**src/rtl/srtf_pkg.sv**
```systemverilog
// Shared types and fixed port widths of the SRTF scheduler.
// The top level and the sequencer import this package; it depends on nothing.
package srtf_pkg;

    localparam int PID_W       = 4;
    localparam int BURST_PORT_W = 10;
    localparam int TIME_PORT_W  = 16;

    typedef enum logic {
        OP_ARRIVE = 1'b0,
        OP_TICK   = 1'b1
    } t_op;

    typedef enum logic {
        RK_ARRIVE = 1'b0,
        RK_TICK   = 1'b1
    } t_kind;

    typedef enum logic [2:0] {
        S_IDLE,
        S_ARR_RD,
        S_ARR_WR,
        S_TICK_RD,
        S_SCAN,
        S_UPD
    } t_state;

    typedef struct packed {
        logic in_ready;    // idle, a request may be taken
        logic arr_rd;      // read the target slot of an arrival
        logic arr_wr;      // decide the arrival and report it
        logic run_rd;      // read the running slot's entry
        logic scan;        // one slot's data is back from the table
        logic scan_first;  // returned data belongs to the running slot
        logic scan_issue;  // issue the read of the slot under the counter
        logic upd;         // write back the winner and report the tick
    } t_seq_ctl;

endpackage

```
**src/rtl/srtf_preemptive_scheduler.sv**
```systemverilog
// Top level of the preemptive shortest-remaining-time-first scheduler.
// Depends on srtf_pkg, srtf_seq and srtf_rem_mem.
//
// One request at a time. An arrival reads its target slot, then decides and
// reports. A tick reads the running slot, scans every slot through one
// comparator with one table read per cycle, and writes back the winner. The
// scan over the single read port of the remaining-time table dominates a
// tick. A stalled result holds the sequence, because a request completes
// only into a free output register. On a tick the running slot is read
// first and holds the CPU unless a later slot is strictly shorter; among
// other slots the lowest index wins a tie. The winner loses one tick of
// remaining time, the clock advances and saturates at its maximum, and
// the report carries the slot, its remaining time, a first-run flag and a
// finish flag. An arrival to a busy slot, an out-of-range slot or with a
// zero burst (after cutting to BURST_BITS) is refused.
module srtf_preemptive_scheduler import srtf_pkg::*; #(
    parameter int MAX_PROCS  = 16,
    parameter int BURST_BITS = 10,
    parameter int TIME_BITS  = 16
) (
    input  logic                    i_clk,
    input  logic                    i_rst_n,
    input  logic                    i_in_valid,
    output logic                    o_in_stall,
    input  logic                    i_operation,
    input  logic [PID_W-1:0]        i_process_id,
    input  logic [BURST_PORT_W-1:0] i_burst_length,
    output logic                    o_out_valid,
    input  logic                    i_out_stall,
    output logic                    o_result_kind,
    output logic                    o_accepted,
    output logic                    o_run_valid,
    output logic [PID_W-1:0]        o_run_process,
    output logic [BURST_PORT_W-1:0] o_remaining_left,
    output logic                    o_first_run,
    output logic                    o_finished,
    output logic [TIME_PORT_W-1:0]  o_time_now
);

    localparam int IDX_W = $clog2(MAX_PROCS);
    localparam int CNT_W = $clog2(MAX_PROCS + 1);

    t_seq_ctl              ctl;
    logic [CNT_W-1:0]      cnt;
    logic                  in_accept;
    logic                  out_free;

    // captured request
    logic                  r_op;
    logic [PID_W-1:0]      r_pid;
    logic [BURST_BITS-1:0] r_burst;
    logic                  pid_ok;

    // scheduler state
    logic [IDX_W-1:0]      r_run_slot;
    logic                  r_run_valid;
    logic [TIME_BITS-1:0]  r_clock;
    logic [TIME_BITS-1:0]  n_clock;
    logic [MAX_PROCS-1:0]  r_started;

    // scan registers
    logic                  r_have, n_have;
    logic [IDX_W-1:0]      r_sel, n_sel;
    logic [BURST_BITS-1:0] r_best, n_best;

    // table port
    logic                  mem_we, mem_re;
    logic [IDX_W-1:0]      mem_waddr, mem_raddr;
    logic [BURST_BITS-1:0] mem_wdata, rd;

    logic                  arr_ok;
    logic [BURST_BITS-1:0] left;
    logic                  arr_commit, tick_commit;

    // output register
    logic                    r_out_valid;
    logic                    r_kind;
    logic                    r_accepted;
    logic                    r_run_v;
    logic [PID_W-1:0]        r_run_proc;
    logic [BURST_PORT_W-1:0] r_left;
    logic                    r_first;
    logic                    r_fin;
    logic [TIME_PORT_W-1:0]  r_time;

    srtf_seq #(
        .NUM   (MAX_PROCS),
        .CNT_W (CNT_W)
    ) u_seq (
        .i_clk      (i_clk),
        .i_rst_n    (i_rst_n),
        .i_in_valid (i_in_valid),
        .i_op_tick  (i_operation == OP_TICK),
        .i_out_free (out_free),
        .o_ctl      (ctl),
        .o_cnt      (cnt)
    );

    srtf_rem_mem #(
        .DEPTH (MAX_PROCS),
        .AW    (IDX_W),
        .DW    (BURST_BITS)
    ) u_rem_mem (
        .i_clk   (i_clk),
        .i_rst_n (i_rst_n),
        .i_we    (mem_we),
        .i_waddr (mem_waddr),
        .i_wdata (mem_wdata),
        .i_re    (mem_re),
        .i_raddr (mem_raddr),
        .o_rdata (rd)
    );

    assign o_in_stall  = !ctl.in_ready;
    assign in_accept   = i_in_valid && ctl.in_ready;
    assign out_free    = !r_out_valid || !i_out_stall;
    assign arr_commit  = ctl.arr_wr && out_free;
    assign tick_commit = ctl.upd && out_free;

    // Hold the request for the whole sequence; cut the burst to BURST_BITS.
    always_ff @(posedge i_clk) begin
        if (in_accept) begin
            r_op    <= i_operation;
            r_pid   <= i_process_id;
            r_burst <= BURST_BITS'(i_burst_length);
        end
    end

    assign pid_ok = (32'(r_pid) < 32'(MAX_PROCS));
    assign arr_ok = pid_ok && (r_burst != '0) && (rd == '0);
    assign left   = r_best - 1'b1;

    // Table read address: arrival slot, running slot, then slot 0 upward.
    always_comb begin
        mem_re    = 1'b0;
        mem_raddr = r_run_slot;
        if (ctl.arr_rd) begin
            mem_re    = pid_ok;
            mem_raddr = IDX_W'(r_pid);
        end else if (ctl.run_rd) begin
            mem_re    = 1'b1;
            mem_raddr = r_run_slot;
        end else if (ctl.scan_issue) begin
            mem_re    = 1'b1;
            mem_raddr = cnt[IDX_W-1:0];
        end
    end

    // Table write: accepted arrival, or the winner's decremented time.
    always_comb begin
        mem_we    = 1'b0;
        mem_waddr = r_sel;
        mem_wdata = left;
        if (arr_commit) begin
            mem_we    = arr_ok;
            mem_waddr = IDX_W'(r_pid);
            mem_wdata = r_burst;
        end else if (tick_commit) begin
            mem_we    = r_have;
        end
    end

    // Shared compare: the running slot seeds the search, later slots must
    // be strictly shorter to take over.
    always_comb begin
        n_have = r_have;
        n_sel  = r_sel;
        n_best = r_best;
        if (ctl.scan) begin
            if (ctl.scan_first) begin
                n_have = r_run_valid && (rd != '0);
                n_sel  = r_run_slot;
                n_best = rd;
            end else if ((rd != '0) && (!r_have || (rd < r_best))) begin
                n_have = 1'b1;
                n_sel  = IDX_W'(cnt - 1'b1);
                n_best = rd;
            end
        end
    end

    always_ff @(posedge i_clk) begin
        r_have <= n_have;
        r_sel  <= n_sel;
        r_best <= n_best;
    end

    // Advance the clock, saturating at all ones.
    assign n_clock = (r_clock != '1) ? r_clock + 1'b1 : r_clock;

    always_ff @(posedge i_clk) begin
        if (!i_rst_n) begin
            r_run_slot  <= '0;
            r_run_valid <= 1'b0;
            r_clock     <= '0;
            r_started   <= '0;
        end else if (arr_commit) begin
            if (arr_ok) begin
                r_started[IDX_W'(r_pid)] <= 1'b0;
            end
        end else if (tick_commit) begin
            r_clock <= n_clock;
            if (r_have) begin
                r_started[r_sel] <= 1'b1;
                r_run_slot       <= r_sel;
                r_run_valid      <= (left != '0);
            end else begin
                r_run_valid <= 1'b0;
            end
        end
    end

    // Output register: drop on take, load on commit.
    always_ff @(posedge i_clk) begin
        if (!i_rst_n) begin
            r_out_valid <= 1'b0;
        end else if (arr_commit || tick_commit) begin
            r_out_valid <= 1'b1;
        end else if (!i_out_stall) begin
            r_out_valid <= 1'b0;
        end
    end

    always_ff @(posedge i_clk) begin
        if (arr_commit) begin
            r_kind     <= RK_ARRIVE;
            r_accepted <= arr_ok;
            r_run_v    <= 1'b0;
            r_run_proc <= '0;
            r_left     <= '0;
            r_first    <= 1'b0;
            r_fin      <= 1'b0;
            r_time     <= '0;
        end else if (tick_commit) begin
            r_kind     <= RK_TICK;
            r_accepted <= 1'b0;
            r_run_v    <= r_have;
            r_run_proc <= r_have ? PID_W'(r_sel) : '0;
            r_left     <= r_have ? BURST_PORT_W'(left) : '0;
            r_first    <= r_have && !r_started[r_sel];
            r_fin      <= r_have && (left == '0);
            r_time     <= TIME_PORT_W'(n_clock);
        end
    end

    assign o_out_valid      = r_out_valid;
    assign o_result_kind    = r_kind;
    assign o_accepted       = r_accepted;
    assign o_run_valid      = r_run_v;
    assign o_run_process    = r_run_proc;
    assign o_remaining_left = r_left;
    assign o_first_run      = r_first;
    assign o_finished       = r_fin;
    assign o_time_now       = r_time;

    // The captured operation steers the sequence it started.
    a_op_path: assert property (@(posedge i_clk) disable iff (!i_rst_n)
        ctl.arr_rd |-> (r_op == OP_ARRIVE))
        else $error("arrival sequence running for a tick request");

    // Once a request is taken the block stops taking more.
    a_busy: assert property (@(posedge i_clk) disable iff (!i_rst_n)
        in_accept |=> o_in_stall)
        else $error("request taken while another is in progress");

    // An acknowledgement never carries run information.
    a_ack_clean: assert property (@(posedge i_clk) disable iff (!i_rst_n)
        (r_out_valid && (r_kind == RK_ARRIVE)) |-> (!r_run_v && (r_time == '0)))
        else $error("arrival acknowledgement carries tick fields");

    // A finish report names a process that ran down to zero.
    a_finish: assert property (@(posedge i_clk) disable iff (!i_rst_n)
        (r_out_valid && r_fin) |-> (r_run_v && (r_left == '0)))
        else $error("finish flag without a completed process");

    // A tick always leaves the clock past zero.
    a_clock: assert property (@(posedge i_clk) disable iff (!i_rst_n)
        tick_commit |=> (r_clock != '0))
        else $error("clock failed to advance on a tick");

endmodule

```
**src/rtl/srtf_rem_mem.sv**
```systemverilog
// Remaining-time table: one write port, one registered read port.
// Per-entry valid bits make never-written entries read as zero (inactive).
module srtf_rem_mem #(
    parameter int DEPTH = 16,
    parameter int AW    = 4,
    parameter int DW    = 10
) (
    input  logic          i_clk,
    input  logic          i_rst_n,
    input  logic          i_we,
    input  logic [AW-1:0] i_waddr,
    input  logic [DW-1:0] i_wdata,
    input  logic          i_re,
    input  logic [AW-1:0] i_raddr,
    output logic [DW-1:0] o_rdata
);

    logic [DW-1:0]    r_mem [DEPTH];
    logic [DEPTH-1:0] r_vld;
    logic [DW-1:0]    r_rdata;

    always_ff @(posedge i_clk) begin
        if (!i_rst_n) begin
            r_vld <= '0;
        end else if (i_we) begin
            r_vld[i_waddr] <= 1'b1;
        end
    end

    always_ff @(posedge i_clk) begin
        if (i_we) begin
            r_mem[i_waddr] <= i_wdata;
        end
        if (i_re) begin
            r_rdata <= r_vld[i_raddr] ? r_mem[i_raddr] : '0;
        end
    end

    assign o_rdata = r_rdata;

endmodule

```
**src/rtl/srtf_seq.sv**
```systemverilog
// Sequencer of the SRTF scheduler: state machine and slot scan counter.
// Uses srtf_pkg for the state enum and the control struct.
module srtf_seq import srtf_pkg::*; #(
    parameter int NUM   = 16,
    parameter int CNT_W = 5
) (
    input  logic             i_clk,
    input  logic             i_rst_n,
    input  logic             i_in_valid,
    input  logic             i_op_tick,
    input  logic             i_out_free,
    output t_seq_ctl         o_ctl,
    output logic [CNT_W-1:0] o_cnt
);

    localparam logic [CNT_W-1:0] LAST = CNT_W'(NUM);

    t_state           r_state, n_state;
    logic [CNT_W-1:0] r_cnt, n_cnt;

    always_ff @(posedge i_clk) begin
        if (!i_rst_n) begin
            r_state <= S_IDLE;
            r_cnt   <= '0;
        end else begin
            r_state <= n_state;
            r_cnt   <= n_cnt;
        end
    end

    // next state
    always_comb begin
        n_state = r_state;
        n_cnt   = r_cnt;
        case (r_state)
            S_IDLE: begin
                if (i_in_valid) begin
                    n_state = i_op_tick ? S_TICK_RD : S_ARR_RD;
                end
            end
            S_ARR_RD: begin
                n_state = S_ARR_WR;
            end
            S_ARR_WR: begin
                if (i_out_free) begin
                    n_state = S_IDLE;
                end
            end
            S_TICK_RD: begin
                n_cnt   = '0;
                n_state = S_SCAN;
            end
            S_SCAN: begin
                n_cnt = r_cnt + 1'b1;
                if (r_cnt == LAST) begin
                    n_state = S_UPD;
                end
            end
            S_UPD: begin
                if (i_out_free) begin
                    n_state = S_IDLE;
                end
            end
            default: begin
                n_state = S_IDLE;
            end
        endcase
    end

    // outputs
    always_comb begin
        o_ctl = '0;
        case (r_state)
            S_IDLE:    o_ctl.in_ready = 1'b1;
            S_ARR_RD:  o_ctl.arr_rd   = 1'b1;
            S_ARR_WR:  o_ctl.arr_wr   = 1'b1;
            S_TICK_RD: o_ctl.run_rd   = 1'b1;
            S_SCAN: begin
                o_ctl.scan       = 1'b1;
                o_ctl.scan_first = (r_cnt == '0);
                o_ctl.scan_issue = (r_cnt != LAST);
            end
            S_UPD:     o_ctl.upd      = 1'b1;
            default:   o_ctl          = '0;
        endcase
    end

    assign o_cnt = r_cnt;

endmodule

```
**config.mk**
```make
export PLATFORM = sky130hd
export DESIGN_NAME = srtf_preemptive_scheduler
export DESIGN_NICKNAME = d
export VERILOG_FILES = /design/src/rtl/srtf_pkg.sv /design/src/rtl/srtf_preemptive_scheduler.sv /design/src/rtl/srtf_rem_mem.sv /design/src/rtl/srtf_seq.sv
export SDC_FILE = /design/constraint.sdc
export NUM_CORES = 1
export LEC_CHECK = 0
export BUFFER_PORTS_ARGS = -buffer_cell sky130_fd_sc_hd__buf_4
export CAP_MARGIN = 20
export CORE_MARGIN = 2
export CORE_UTILIZATION = 25
export CTS_CLUSTER_SIZE = 12
export DETAILED_ROUTE_END_ITERATION = 12
export GPL_TIMING_DRIVEN = 1
export MAX_ROUTING_LAYER = met4
export PLACE_DENSITY = 0.45
export SLEW_MARGIN = 20
export SYNTH_ARGS = -nofsm -noshare
export SYNTH_HDL_FRONTEND = slang
export SYNTH_HIERARCHICAL = 1
export SYNTH_SLANG_ARGS = --single-unit
```
**constraint.sdc**
```tcl
create_clock -name i_clk -period 4.6 [get_ports i_clk]
set_clock_uncertainty 0.1 [all_clocks]
set_input_delay 0.69 -clock i_clk [delete_from_list [all_inputs] [get_ports i_clk]]
set_output_delay 0.69 -clock i_clk [all_outputs]
set_load 0.03 [all_outputs]
```
-- Yosys cells after proc, flatten, opt, wreduce, memory -nomap -nowiden
Memory sizes are Yosys's and may differ from the RTL's. A register that Yosys moved wholly into a read port is not among the register bits.
Cells that the tools add are included.
- multiply operators: 0
- $add $sub $neg: 4
- order comparisons: 8
- bitwise operators: 5
- shift-type cells: 0
- div/mod/pow operators: 0
- mux-type cells: 52
- reductions and logical operators: 37
- equality and inequality tests: 13
- operators by type and width (cell ; count):
    2-to-1 mux 16 bit ; 5
    2-to-1 mux 10 bit ; 4
    bitwise OR 16 bit ; 2
    nonzero test 10 bit ; 3
    2-to-1 mux 4 bit ; 7
    2-to-1 mux 1 bit ; 24
    logical NOT 10 bit ; 2
    less-than comparator 4 x 5 -> 1 bit (second input constant) ; 4
    adder 16 x 1 -> 16 bit (second input constant) ; 1
    AND 16 bit ; 1
    inequality test 16 bit (second input constant) ; 1
    inverter 16 bit ; 1
    one-hot mux 3 bit (5 select lines) ; 1
    demux 1 bit (select 4 bit) ; 3
    greater-or-equal comparator 4 x 1 -> 1 bit (second input constant) ; 3
    2-to-1 mux 3 bit ; 4
    logical AND 1 bit ; 11
    less-than comparator 10 bit ; 1
    one-hot mux 5 bit (2 select lines) ; 1
    subtractor 10 x 1 -> 10 bit (second input constant) ; 1
    AND reduction 3 bit ; 3
    binary-select mux 1 bit (select 4 bit) ; 2
    nonzero test 2 bit ; 4
    == test 3 x 2 -> 1 bit (second input constant) ; 2
    other kinds (16) ; 28
- RAM bits: 160
- bits in registers: 126
- input bits: 19
- word-level logic and storage cells: 141
- bits in read-only memories: 0
- output and inout port bits: 37
- memories: 1
- latch bits: 0
- memory list (name ; depth ; width ; read ports ; clocked after memory_dff ; wr ports ; line ; RTL):
    u_rem_mem.r_mem ; 16 ; 10 ; 1 ; 1 ; 1 ; srtf_rem_mem.sv:18 ; logic [DW-1:0] r_mem [DEPTH];

-- Depth between registers and ports, before layout
Gate-level depths: netlist (run 1).
- word-level depth: 9
- mapped depth: 14
- mapped depth without buffers: 12

-- By module
Netlist (run 1), hierarchy kept.
- modules (own cells, without submodules) (module ; area each (µm²) ; sequential area each (µm²) ; cells each ; times used):
    srtf_rem_mem ; 6976.7 ; 5425.2 ; 322 ; 1
    srtf_preemptive_scheduler ; 4964.8 ; 2342.2 ; 509 ; 1
    srtf_seq ; 474.2 ; 160.2 ; 55 ; 1

-- Worst setup path before layout (run 1)
No wires, ideal clock.
- path kind: register to register
- from: register u_seq.r_state[0]
- to: memory u_rem_mem.r_mem[0][0] (enable)
- slack: 0.911 ns
- clock period less this slack: 3.689 ns
- required time: 4.108 ns
- buffers on the path: 2
- stages on the path, launching flop included: 9
- arrival time: 3.197 ns
- library setup time: 0.392 ns
- cells stage by stage: dfxtp_1 clkbuf_1 nor3b_1 a21bo_1 buf_2 a311o_4 nand2_1 or3b_2 nor3_1
- RTL lines (what ; line ; RTL):
    start: declaration ; srtf_seq.sv:18 ; t_state r_state, n_state;
    start signal: assignment ; srtf_seq.sv:26 ; r_state <= n_state;
    end: declaration ; srtf_rem_mem.sv:18 ;

==> results of run 1 <==
==> sequential cells by signal, summed over array words and instances (netlist names), 4 cells and up <==
name               cells
u_rem_mem/o_rdata     10
o_run_process          4
r_started             16
o_time_now            16
u_rem_mem/r_vld       16
r_best                10
r_clock               16
o_remaining_left      10
u_seq/o_cnt            5
r_sel                  4
r_pid                  4
r_run_slot             4
u_rem_mem/r_mem      160
r_burst               10
==> logic make-up after synthesis <==
logic type | after synthesis | share of synthesized area
buf+inv | 71 | 0.02469
simple gates | 216 | 0.09765
mux | 63 | 0.1007
compound gates | 197 | 0.1036
xor+xnor | 28 | 0.01975
fa+ha+maj | 15 | 0.01512
flops | 296 | 0.6385
==> Yosys cell counts (all sizes together) (8+ instances only) <==
cell type / number / area, um2
xnor2: 18 / 157.7
a21oi: 51 / 255.2
nor4: 10 / 83.83
xor2: 10 / 87.58
nand4: 9 / 77.57
mux4: 49 / 1104
nor2: 41 / 166.4
a22oi: 38 / 285.3
mux2i: 9 / 90.09
inv: 23 / 86.33
dfxtp: 96 / 1922
nor3: 16 / 95.09
o21ai: 44 / 220.2
ha: 15 / 187.7
nor3b: 10 / 118.9
nand2b: 8 / 50.05
clkbuf: 28 / 106.4
o211ai: 8 / 65.06
nand2: 66 / 247.7
edfxtp: 200 / 6006
nand3: 9 / 45.04
buf: 19 / 108.9
and2: 17 / 106.4
o21a: 19 / 142.6
==> layer usage <==
layer / vias up / global-route usage / routed length (um)
li1: 3584 / - / -
met1: 3828 / 0.1761 / 15570
met2: 147 / 0.1972 / 14410
met3: 60 / 0.02864 / 1342
met4: 0 / 0.04329 / 858
met5: - / - / 0
==> per-stage QoR <==
step                std cells  cell area [um2]  power (mW)  worst slack, ns  hold slack, ns
global route             1663            14920       6.096           0.4289          0.1876
floorplan                 886            12420       3.171           0.9112          0.3354
detailed placement       1602            13830       3.317           0.7388          0.3342
CTS                      1663            14920       5.967           0.6926          0.1842
global placement         1602            13820       3.313           0.7374          0.3318
finish                   1663            14920       5.871           0.7616          0.2207
==> worst register-to-register path, delay by kind of cell (launching register included) <==
family / cells / cell delay (ns)
AOI/OAI and AO/OA: 4 / 1.04
DFF: 1 / 0.49
and+or+nand+nor: 4 / 1.35
muxes: 1 / 0.60
==> power breakdown <==
group	internal (mW)	leakage, nW	switching [mW]
logic	0.110	1.92	0.205
registers	2.90	2.58	0.0411
clock network	1.50	0.533	1.11
==> worst min-delay path by stage <==
stage                                                 from                               end  slack, ns  depth (start not counted)
final                                    i_burst_length[5]              r_burst[5]$_DFFE_PP_       0.22                          1
after global placement            o_run_valid$_SDFFE_PP0P_          o_run_valid$_SDFFE_PP0P_       0.33                          2
after detailed placement          o_run_valid$_SDFFE_PP0P_          o_run_valid$_SDFFE_PP0P_       0.33                          2
after CTS                                i_burst_length[5]              r_burst[5]$_DFFE_PP_       0.18                          1
after floorplan           u_rem_mem/r_vld[12]$_SDFFE_PN0P_  u_rem_mem/r_vld[12]$_SDFFE_PN0P_       0.34                          1
after global routing                     i_burst_length[5]              r_burst[5]$_DFFE_PP_       0.19                          1
==> area by class of cell <==
cell class              count  area, um2
clock buffers              45      965.9
clock inverters            16      123.9
fillers                  4892      34030
inverters                  24      91.34
multi-input cells         519       4227
flip-flops and latches    296       7928
well taps                 664      830.8
repair buffers             99      755.7
==> summary.txt, run 1 <==
Status
  • Status: completed

Placement
  • Placer Congestion: just under 0.8
  • DP HPWL: 21520 um
  • I/O Buffers: 55

Power
  • Leakage power: ~5 nW
  • VDD IR max: ~0.19 mV
  • Pwr Density: between 300 and 400 nW/um2

Clock tree
  • Worst-Skew Late Latency: about 0.55 ns
  • H-tree depth: 2
  • Post-CTS Setup Bufs: 0
  • Bufs on Longest Clock Path: 3
  • Post-cts sizing count: 0
  • TritonCTS clock tree: yes
  • Clock-pin transition on the worst setup and hold timing paths: 0.06 ns
  • CTS sink count: 296
  • Root Driver: clkbuf_16
  • Number of hold buffers added after cts: 0
  • CTS Buf Count: 35

Worst setup path
  • Reg2reg path depth: 9
  • Worst setup SP type: register
  • Critical path depth: 9
  • CP Launch Point: u_seq/r_state[2]$_SDFFE_PN0P_
  • CP peak stage delay: between 0.5 and 0.6 ns
  • Reg-to-Reg Start: u_seq/r_state[2]$_SDFFE_PN0P_
  • Worst Setup EP: u_rem_mem/o_rdata[4]$_SDFFCE_PN0P_
  • Crit. End Element: register
  • Worst path required time: between 4 and 5 ns
  • CP Buf/Inv Count: 0
  • Crit path top cell by count: a21oi_1
  • R2r setup slk: between 0.7 and 0.8 ns
  • CP Max Fanout: 11
  • Critical path's top delay family: simple AND/OR/NAND/NOR gates
  • WS Path Type: register to register
  • CP Data Arrival Time: between 4 and 5 ns
  • Slowest-stage cell, CP: mux4_2
  • Reg-to-Reg End: u_rem_mem/o_rdata[4]$_SDFFCE_PN0P_
  • Crit path cell chain: or3b_4, nor2_1, nor2b_1, a21oi_1, o21ai_4, mux4_2, a22o_1, nor2_4, a21oi_1

Synth
  • Sequential share of the synthesized area: 0.6385
  • Yosys warns: 6
  • Synth cell types: ~70
  • Syn Area/Cell: around 14 um2
  • Cell area after synthesis: roughly 12000 um2
  • Syn Inst Count: 886
  • Post-synth net total: 920
  • EDFF count, synth: 200
  • #FFs+latches synth: 296
  • Asr flop ratio synth: 0
  • Most common flop cell mapped by yosys: edfxtp_1

STA
  • Slew headroom: 0.3584
  • Setup violations, final: 0
  • RSZ-0062 raised after global routing: no
  • Max-slew violations: 0
  • Period utilization: 0.8344
  • Hold Violations, Final: 0
  • Total Neg Setup Slack: 0 ns
  • Worst-margin pin slew: slightly below 1 ns
  • FMAX: about 260 MHz
  • Tmin final: between 3 and 4 ns

Die
  • Initial core utilization: 0.2536
  • CORE AREA: roughly 50000 um2
  • Vert. Die Dim: about 230 um
  • Die Wd: ~230 um
  • Die area: 51460 um2
  • Rows: between 80 and 90
  • IO Pins: 56

GRT
  • Vias in the first global route: slightly below 8000
  • Antenna violations before repair: 0
  • GRT Util Overall: 0.1314
  • Total grt overflow: 0
  • First-pass GRT wire length: about 48000 um
  • Largest net degree at the start of global routing: between 60 and 70

Final layout
  • Fin nets: 1009
  • Final core occ: 0.3048
  • Share of cells above drive strength 1: 0.2402
  • Commonest non-fill, non-tap cells in the layout: 200 x edfxtp_1, 98 x buf_4, 96 x dfxtp_1
  • Diodes inserted: 0
  • P&R area growth vs syn: 20.19%
  • Commonest non-fill, non-tap cell in the layout: edfxtp_1

Drt
  • Post-route DRC: 0
  • Final wirelength: roughly 32000 um
  • Initial DRC Count: around 570
  • DR vias/cell: 4.581
  • DR pass1 iterations: 5
  • WL/cell: between 15 and 20 um
  • Routed vias: roughly 7600
  • Final ANT Viol Nets: 0

Worst hold path
  • Worst min-delay path category: input pin to register

Job
  • Max_cap viols: 0
Note: power is estimated with default switching activity, not from simulation.
==> run 2: changes to the inputs <==
--- a/config.mk
+++ b/config.mk
@@ -5,6 +5,7 @@
 export SDC_FILE = /design/constraint.sdc
 export NUM_CORES = 1
 export LEC_CHECK = 0
+export ABC_AREA = 1
 export BUFFER_PORTS_ARGS = -buffer_cell sky130_fd_sc_hd__buf_4
 export CAP_MARGIN = 20
 export CORE_MARGIN = 2
@@ -13,7 +14,7 @@
 export DETAILED_ROUTE_END_ITERATION = 12
 export GPL_TIMING_DRIVEN = 1
 export MAX_ROUTING_LAYER = met4
-export PLACE_DENSITY = 0.45
+export PLACE_DENSITY = 0.46
 export SLEW_MARGIN = 20
 export SYNTH_ARGS = -nofsm -noshare
 export SYNTH_HDL_FRONTEND = slang
==> constraint.sdc (replaced) <==
create_clock -name i_clk -period 3.5 [get_ports i_clk]
set_clock_uncertainty 0.1 [all_clocks]
set_input_delay 0.525 -clock i_clk [delete_from_list [all_inputs] [get_ports i_clk]]
set_output_delay 0.525 -clock i_clk [all_outputs]
set_load 0.03 [all_outputs]
==> run 2 against run 1 <==
Against the previous run: critical path depth up 8; flip-flop and latch count unchanged; non-clock buffer count down 3; core utilization down 0.55 points; synthesized area up 10%; clock power up 35%; largest cell class unchanged; clock-buffer cell count up 2; maximum frequency up 21%; routed wire length up 13%; power up 110%; via count up 35%; highest routed layer unchanged; global-route usage up 0.13 points.
==> summary.txt, run 2 <==
Final layout
  • Commonest non-fill, non-tap cell in the layout: nand2_1
  • Fin nets: ~1700
  • Most flop-heavy register: u_rem_mem/r_mem
  • Share of cells above drive strength 1: 0.1203
  • P&R area growth vs syn: 17.99%
  • Max reg flops: 160
  • Diodes inserted: 0
  • Fillers: around 5600
  • Commonest non-fill, non-tap cells in the layout: 463 x nand2_1, 228 x inv_1, 200 x edfxtp_1

Die
  • IO Pins: 56
  • Vert. Die Dim: roughly 240 um
  • CORE AREA: approximately 54000 um2
  • Die Wd: around 240 um
  • Die area: around 57000 um2
  • Initial core utilization: 0.2537
  • Rows: 85

Power
  • Sw Share: 0.3814
  • Logic gate share of total power: 0.342
  • Pwr Density: roughly 770 nW/um2
  • VDD IR max: approximately 0.44 mV
  • Leakage power: ~6.9 nW
  • Pint: around 7.7 mW
  • P_sw: 4.721 mW
  • Clock power frac: 0.285
  • Seq pwr share: 0.374

Status
  • Status: completed

GRT
  • Total grt overflow: 0
  • GRT met3 Usage: 0.02267
  • Antenna violations before repair: 0
  • Met2 global-route usage: 0.2128
  • First-pass GRT wire length: between 50000 and 60000 um
  • Largest net degree at the start of global routing: between 60 and 70
  • Most Crowded Layer GR: met2
  • Vias in the first global route: ~10000
  • GRT met1 Usage: 0.1741
  • GRT Util Overall: 0.1327

Synth
  • Syn Inst Count: around 1600
  • Synth top area share: 0.4390
  • Cell area after synthesis: between 10000 and 15000 um2
  • Top cells by area, synth: edfxtp_1 44%, dfxtp_1 14%, nand2_1 13%, nand3_1 6.8%, inv_1 6.3%
  • Post-synth net total: 1595
  • Syn Area/Cell: approximately 9 um2
  • Most common flop cell mapped by yosys: edfxtp_1
  • #FFs+latches synth: approximately 300
  • Synth cell types: 40
  • Sequential share of the synthesized area: 0.5795
  • Area leader, netlist: edfxtp_1
  • Asr flop ratio synth: 0
  • Top-count cell post-synth: nand2_1
  • Synth top cells by count: 463 x nand2_1, 228 x inv_1, 200 x edfxtp_1, 186 x nand3_1, 96 x dfxtp_1
  • Yosys warns: 6
  • EDFF count, synth: 200

Clock tree
  • Number of hold buffers added after cts: 0
  • Post-cts sizing count: 0
  • H-tree depth: 2
  • Worst-Skew Late Latency: about 0.54 ns
  • CTS sink count: ~300
  • TritonCTS clock tree: yes
  • Clock-pin transition on the worst setup and hold timing paths: 0.06 ns
  • Bufs on Longest Clock Path: 3
  • Root Driver: clkbuf_16
  • Post-CTS Setup Bufs: 0
  • CTS Buf Count: 35

Drt
  • Final wirelength: 36350 um
  • DR pass1 iterations: 5
  • Initial DRC Count: a little over 600
  • Post-route DRC: 0
  • Routed vias: 10310
  • WL/cell: approximately 15 um
  • Final ANT Viol Nets: 0
  • DR vias/cell: between 4 and 5

STA
  • FMAX: approximately 320 MHz
  • Setup violations, final: 0
  • Worst Hold Slack: 0.05930 ns
  • Total Neg Setup Slack: 0 ns
  • Hold Violations, Final: 0
  • Slew headroom: 0.3742
  • Tmin final: approximately 3.2 ns
  • Worst-margin pin slew: roughly 0.94 ns
  • Period utilization: 0.9069
  • Max-slew violations: 0
  • RSZ-0062 raised after global routing: no

Worst setup path
  • WS Path Type: register to register
  • CP Data Arrival Time: between 3 and 4 ns
  • CP Max Fanout: 19
  • Worst path required time: 3.69 ns
  • Worst setup SP type: register
  • Crit. End Element: register

Placement
  • Placer Congestion: between 0.8 and 0.9
  • DP HPWL: 24430 um
  • I/O Buffers: 55

Worst hold path
  • Worst min-delay path category: input pin to register

Job
  • Max_cap viols: 0
## run 2: layer usage
layer | vias up | part of all wire
li1 | 5221 | -
met1 | 4887 | 0.48
met2 | 157 | 0.47
met3 | 44 | 0.039
met4 | 0 | 0.018
met5 | - | 0
## run 2: stage by stage
step	cell area, um2	util	instances	setup slack, ns	total power [mW]
after global routing	16140	0.2994	2359	0.04596	13.15
after detailed placement	15050	0.2791	2296	0.2989	8.992
final	16140	0.2994	2359	0.3259	12.38
after global placement	15050	0.2791	2296	0.3760	8.979
after CTS	16140	0.2994	2359	0.2929	12.58
after floorplan	13680	-	1561	0.7405	7.367
## run 2: cell type report
| cell class | count | area, um2 | share of cell area |
|---|---|---|---|
| flip-flops and latches | 296 | 7928 | 0.4911 |
| multi-input cells | 968 | 4599 | 0.2849 |
| clock buffers | 47 | 952.2 | 0.05899 |
| inverters | 240 | 905.9 | 0.05612 |
| well taps | 696 | 870.8 | 0.05395 |
| repair buffers | 96 | 745.7 | 0.04620 |
| clock inverters | 16 | 140.1 | 0.008681 |
## run 2: cells by family (layout without fill, tap and decap cells)
group / after synthesis / count (layout) / synth area share
AO/OA/AOI/OAI: 156 / 156 / 0.06118
XOR/XNOR: 11 / 11 / 0.007042
adder cells (fa/ha/maj): 15 / 15 / 0.01372
buffers and inverters: 297 / 399 / 0.08844
flip-flops: 296 / 296 / 0.5795
AND/OR/NAND/NOR: 786 / 786 / 0.2501
## run 2: final timing paths
| kind | depth (start not counted) | endpoint | slack [ns] | from |
|---|---|---|---|---|
| worst max-delay path | 17 | u_rem_mem/o_rdata[9]$_SDFFCE_PN0P_ | 0.33 | u_seq/o_cnt[0]$_SDFFE_PN0P_ |
| worst min-delay path | 1 | r_burst[6]$_DFFE_PP_ | 0.06 | i_burst_length[6] |
| worst max register to register | 17 | u_rem_mem/o_rdata[9]$_SDFFCE_PN0P_ | 0.33 | u_seq/o_cnt[0]$_SDFFE_PN0P_ |
| worst min register to register | 2 | o_time_now[6]$_SDFFE_PP0P_ | 0.35 | o_time_now[6]$_SDFFE_PP0P_ |
## run 2: power groups by stage
stage | registers, mW | logic [mW] | clock network (mW)
finish | 4.62 | 4.23 | 3.52
global route | 4.66 | 4.73 | 3.76
CTS | 4.63 | 4.31 | 3.64
detailed placement | 4.70 | 4.29 | 0
global placement | 4.70 | 4.28 | 0
floorplan | 4.80 | 2.57 | 0
## run 2: worst max-delay path, cell delays in order, from the launching register on
cell and delay, ns:
dfxtp_1 0.46, inv_1 0.08, ha_1 0.21, nand3_1 0.12, nand2_4 0.08, inv_1 0.10, nand2_1 0.13, a21oi_1 0.27
a21oi_4 0.08, inv_2 0.33, buf_4 0.32, nand2_1 0.08, nand3_1 0.07, nand3_1 0.08, nand3_1 0.11, nand2_2 0.17
nand2_1 0.10, inv_1 0.04
==> run 3: changes to the inputs <==
--- a/config.mk
+++ b/config.mk
@@ -5,7 +5,6 @@
 export SDC_FILE = /design/constraint.sdc
 export NUM_CORES = 1
 export LEC_CHECK = 0
-export ABC_AREA = 1
 export BUFFER_PORTS_ARGS = -buffer_cell sky130_fd_sc_hd__buf_4
 export CAP_MARGIN = 20
 export CORE_MARGIN = 2
@@ -14,7 +13,7 @@
 export DETAILED_ROUTE_END_ITERATION = 12
 export GPL_TIMING_DRIVEN = 1
 export MAX_ROUTING_LAYER = met4
-export PLACE_DENSITY = 0.46
+export PLACE_DENSITY = 0.47
 export SLEW_MARGIN = 20
 export SYNTH_ARGS = -nofsm -noshare
 export SYNTH_HDL_FRONTEND = slang
==> constraint.sdc (replaced) <==
create_clock -name i_clk -period 3.5 [get_ports i_clk]
set_clock_uncertainty 0.1 [all_clocks]
set_input_delay 0.525 -clock i_clk [delete_from_list [all_inputs] [get_ports i_clk]]
set_output_delay 0.525 -clock i_clk [all_outputs]
set_load 0.005 [all_outputs]
==> run 3 against run 2 <==
Against the previous run: first-iteration DRC count increased by 10%; power down 37%; global-route usage barely moved; core utilization rose by 1.0 points; sequential power decreased by 17%; critical endpoint is now u_rem_mem/o_rdata[0]$_SDFFCE_PN0P_.
==> summary.txt, run 3 (synthesis gave the netlist of run 1 again) <==
Final layout
  • Fin nets: roughly 1000
  • Max reg flops: 160
  • Finished Layout Cells: 1683
  • Most flop-heavy register: u_rem_mem/r_mem
  • Diodes inserted: 0
  • Share of cells above drive strength 1: 0.2512
  • Commonest non-fill, non-tap cell in the layout: edfxtp_1
  • Final core occ: 0.3096
  • Commonest non-fill, non-tap cells in the layout: 200 x edfxtp_1, 109 x buf_4, 96 x dfxtp_1
  • P&R area growth vs syn: 22.08%
  • Design area: ~15000 um2

GRT
  • Largest net degree at the start of global routing: 36
  • GRT Util Overall: 0.1322
  • Total grt overflow: 0
  • Vias in the first global route: slightly below 8000
  • First-pass GRT wire length: between 40000 and 50000 um
  • Antenna violations before repair: 0

Worst setup path
  • CP Buf/Inv Count: 5
  • CP Data Arrival Time: about 3.4 ns
  • Crit. End Element: register
  • Worst path required time: roughly 3.7 ns
  • Reg-to-Reg Start: u_seq/o_cnt[1]$_SDFFE_PN0P_
  • Crit path top cell by count: buf_4
  • CP Max Fanout: 7
  • Crit path cell chain: inv_1, ha_1, nor4bb_2, nor2_1, nor2b_2, buf_4, mux2i_1, o21ai_4, buf_12, buf_4, buf_4, mux4_2, a22oi_1, a21oi_1
  • WS Path Type: register to register
  • Critical path's top delay family: buffers and inverters
  • Worst setup SP type: register
  • CP Launch Point: u_seq/o_cnt[1]$_SDFFE_PN0P_
  • Slowest-stage cell, CP: dfxtp_1
  • CP peak stage delay: approximately 0.43 ns

Job
  • Max_cap viols: 0

Drt
  • Final ANT Viol Nets: 0
  • DR pass1 iterations: 5
  • Routed vias: just under 8000
  • WL/cell: just under 20 um
  • Post-route DRC: 0
  • Initial DRC Count: roughly 680
  • DR vias/cell: ~4.6
  • Final wirelength: ~32000 um

Power
  • Pwr Density: just over 500 nW/um2
  • Sw Share: 0.2261
  • Clock power frac: 0.451
  • Seq pwr share: 0.494
  • Logic gate share of total power: 0.055
  • P_sw: about 1.8 mW
  • Leakage power: 5.144 nW
  • Pint: around 6.0 mW
  • VDD IR max: 0.2740 mV
  • Power, Total: 7.801 mW

Clock tree
  • Bufs on Longest Clock Path: 3
  • Number of hold buffers added after cts: 0
  • CTS sink count: between 200 and 300
  • Root Driver: clkbuf_16
  • H-tree depth: 2
  • Worst-Skew Late Latency: 0.53 ns
  • Clock-pin transition on the worst setup and hold timing paths: about 0.06 ns
  • TritonCTS clock tree: yes
  • CTS Buf Count: 35

STA
  • Worst Hold Slack: ~0.075 ns
  • Tmin final: around 3.3 ns
  • FMAX: around 310 MHz
  • RSZ-0062 raised after global routing: no
  • Total Neg Setup Slack: 0 ns
  • Slew headroom: 0.3503
  • Setup violations, final: 0
  • Worst Setup Slack, final: about 0.25 ns
  • Period utilization: 0.9292
  • Hold Violations, Final: 0
  • Max-slew violations: 0
  • Worst-margin pin slew: 0.9745 ns

Placement
  • Dpl ws: 0.1055 ns
  • DP HPWL: 21430 um
  • I/O Buffers: 55
  • Placement Cell Area: ~14000 um2
  • Placer Congestion: around 0.77
  • Placed Instances: approximately 1600

Die
  • Initial core utilization: 0.2536
  • IO Pins: 56
  • Rows: between 80 and 90
  • CORE AREA: 48950 um2
  • Die area: a little over 50000 um2
  • Die Wd: about 230 um
  • Vert. Die Dim: approximately 230 um

Worst hold path
  • Hold_sp: i_burst_length[0]
  • Worst min-delay path category: input pin to register

Status
  • Status: completed
## run 3: power groups by stage
stage,combinational [mW],sequential [mW],clock [mW]
6_report,0.428,3.85,3.52
5_1_grt,0.472,3.85,3.78
4_1_cts,0.431,3.85,3.63
3_5_place_dp,0.431,3.93,0
3_3_place_gp,0.424,3.93,0
2_1_floorplan,0.252,3.90,0
## run 3: worst register-to-register path, cell delays in order, from the launching register on
cell and delay, ns:
dfxtp_1 0.43, inv_1 0.09, ha_1 0.20, nor4bb_2 0.18
nor2_1 0.12, nor2b_2 0.19, buf_4 0.15, mux2i_1 0.29
o21ai_4 0.10, buf_12 0.15, buf_4 0.13, buf_4 0.13
mux4_2 0.30, a22oi_1 0.32, a21oi_1 0.11
## run 3: what timing repair did
item	in CTS	in global routing
resized for setup	0	5
endpoints found under the hold margin	0	0
endpoints found under the setup margin	0	10
buffers inserted	0	3
## run 3: metal layers
| metal | vias up | part of all wire | wire length [um] | global-route usage |
|---|---|---|---|---|
| met3 | 51 | 0.046 | 1492 | 0.02255 |
| li1 | 3628 | - | - | - |
| met5 | - | 0 | 0 | - |
| met2 | 185 | 0.46 | 14810 | 0.2033 |
| met1 | 3942 | 0.48 | 15500 | 0.1814 |
| met4 | 0 | 0.017 | 536 | 0.03268 |
## run 3: path summary, 6_finish.rpt
path | slack, ns | depth (start not counted) | endpoint
min | 0.07 | 1 | r_burst[0]$_DFFE_PP_
max reg2reg | 0.25 | 14 | u_rem_mem/o_rdata[0]$_SDFFCE_PN0P_
min reg2reg | 0.34 | 2 | o_run_valid$_SDFFE_PP0P_
max | 0.25 | 14 | u_rem_mem/o_rdata[0]$_SDFFCE_PN0P_
## run 3: area by class of cell
cell class / instances / area [um2]
Timing Repair Buffer: 116 / 949.7
Clock inverter: 16 / 170.2
Inverter: 24 / 91.34
Sequential cell: 296 / 7928
Clock buffer: 48 / 944.7
Fill cell: 4851 / 33790
Tap cell: 664 / 830.8
Multi-Input combinational cell: 519 / 4243
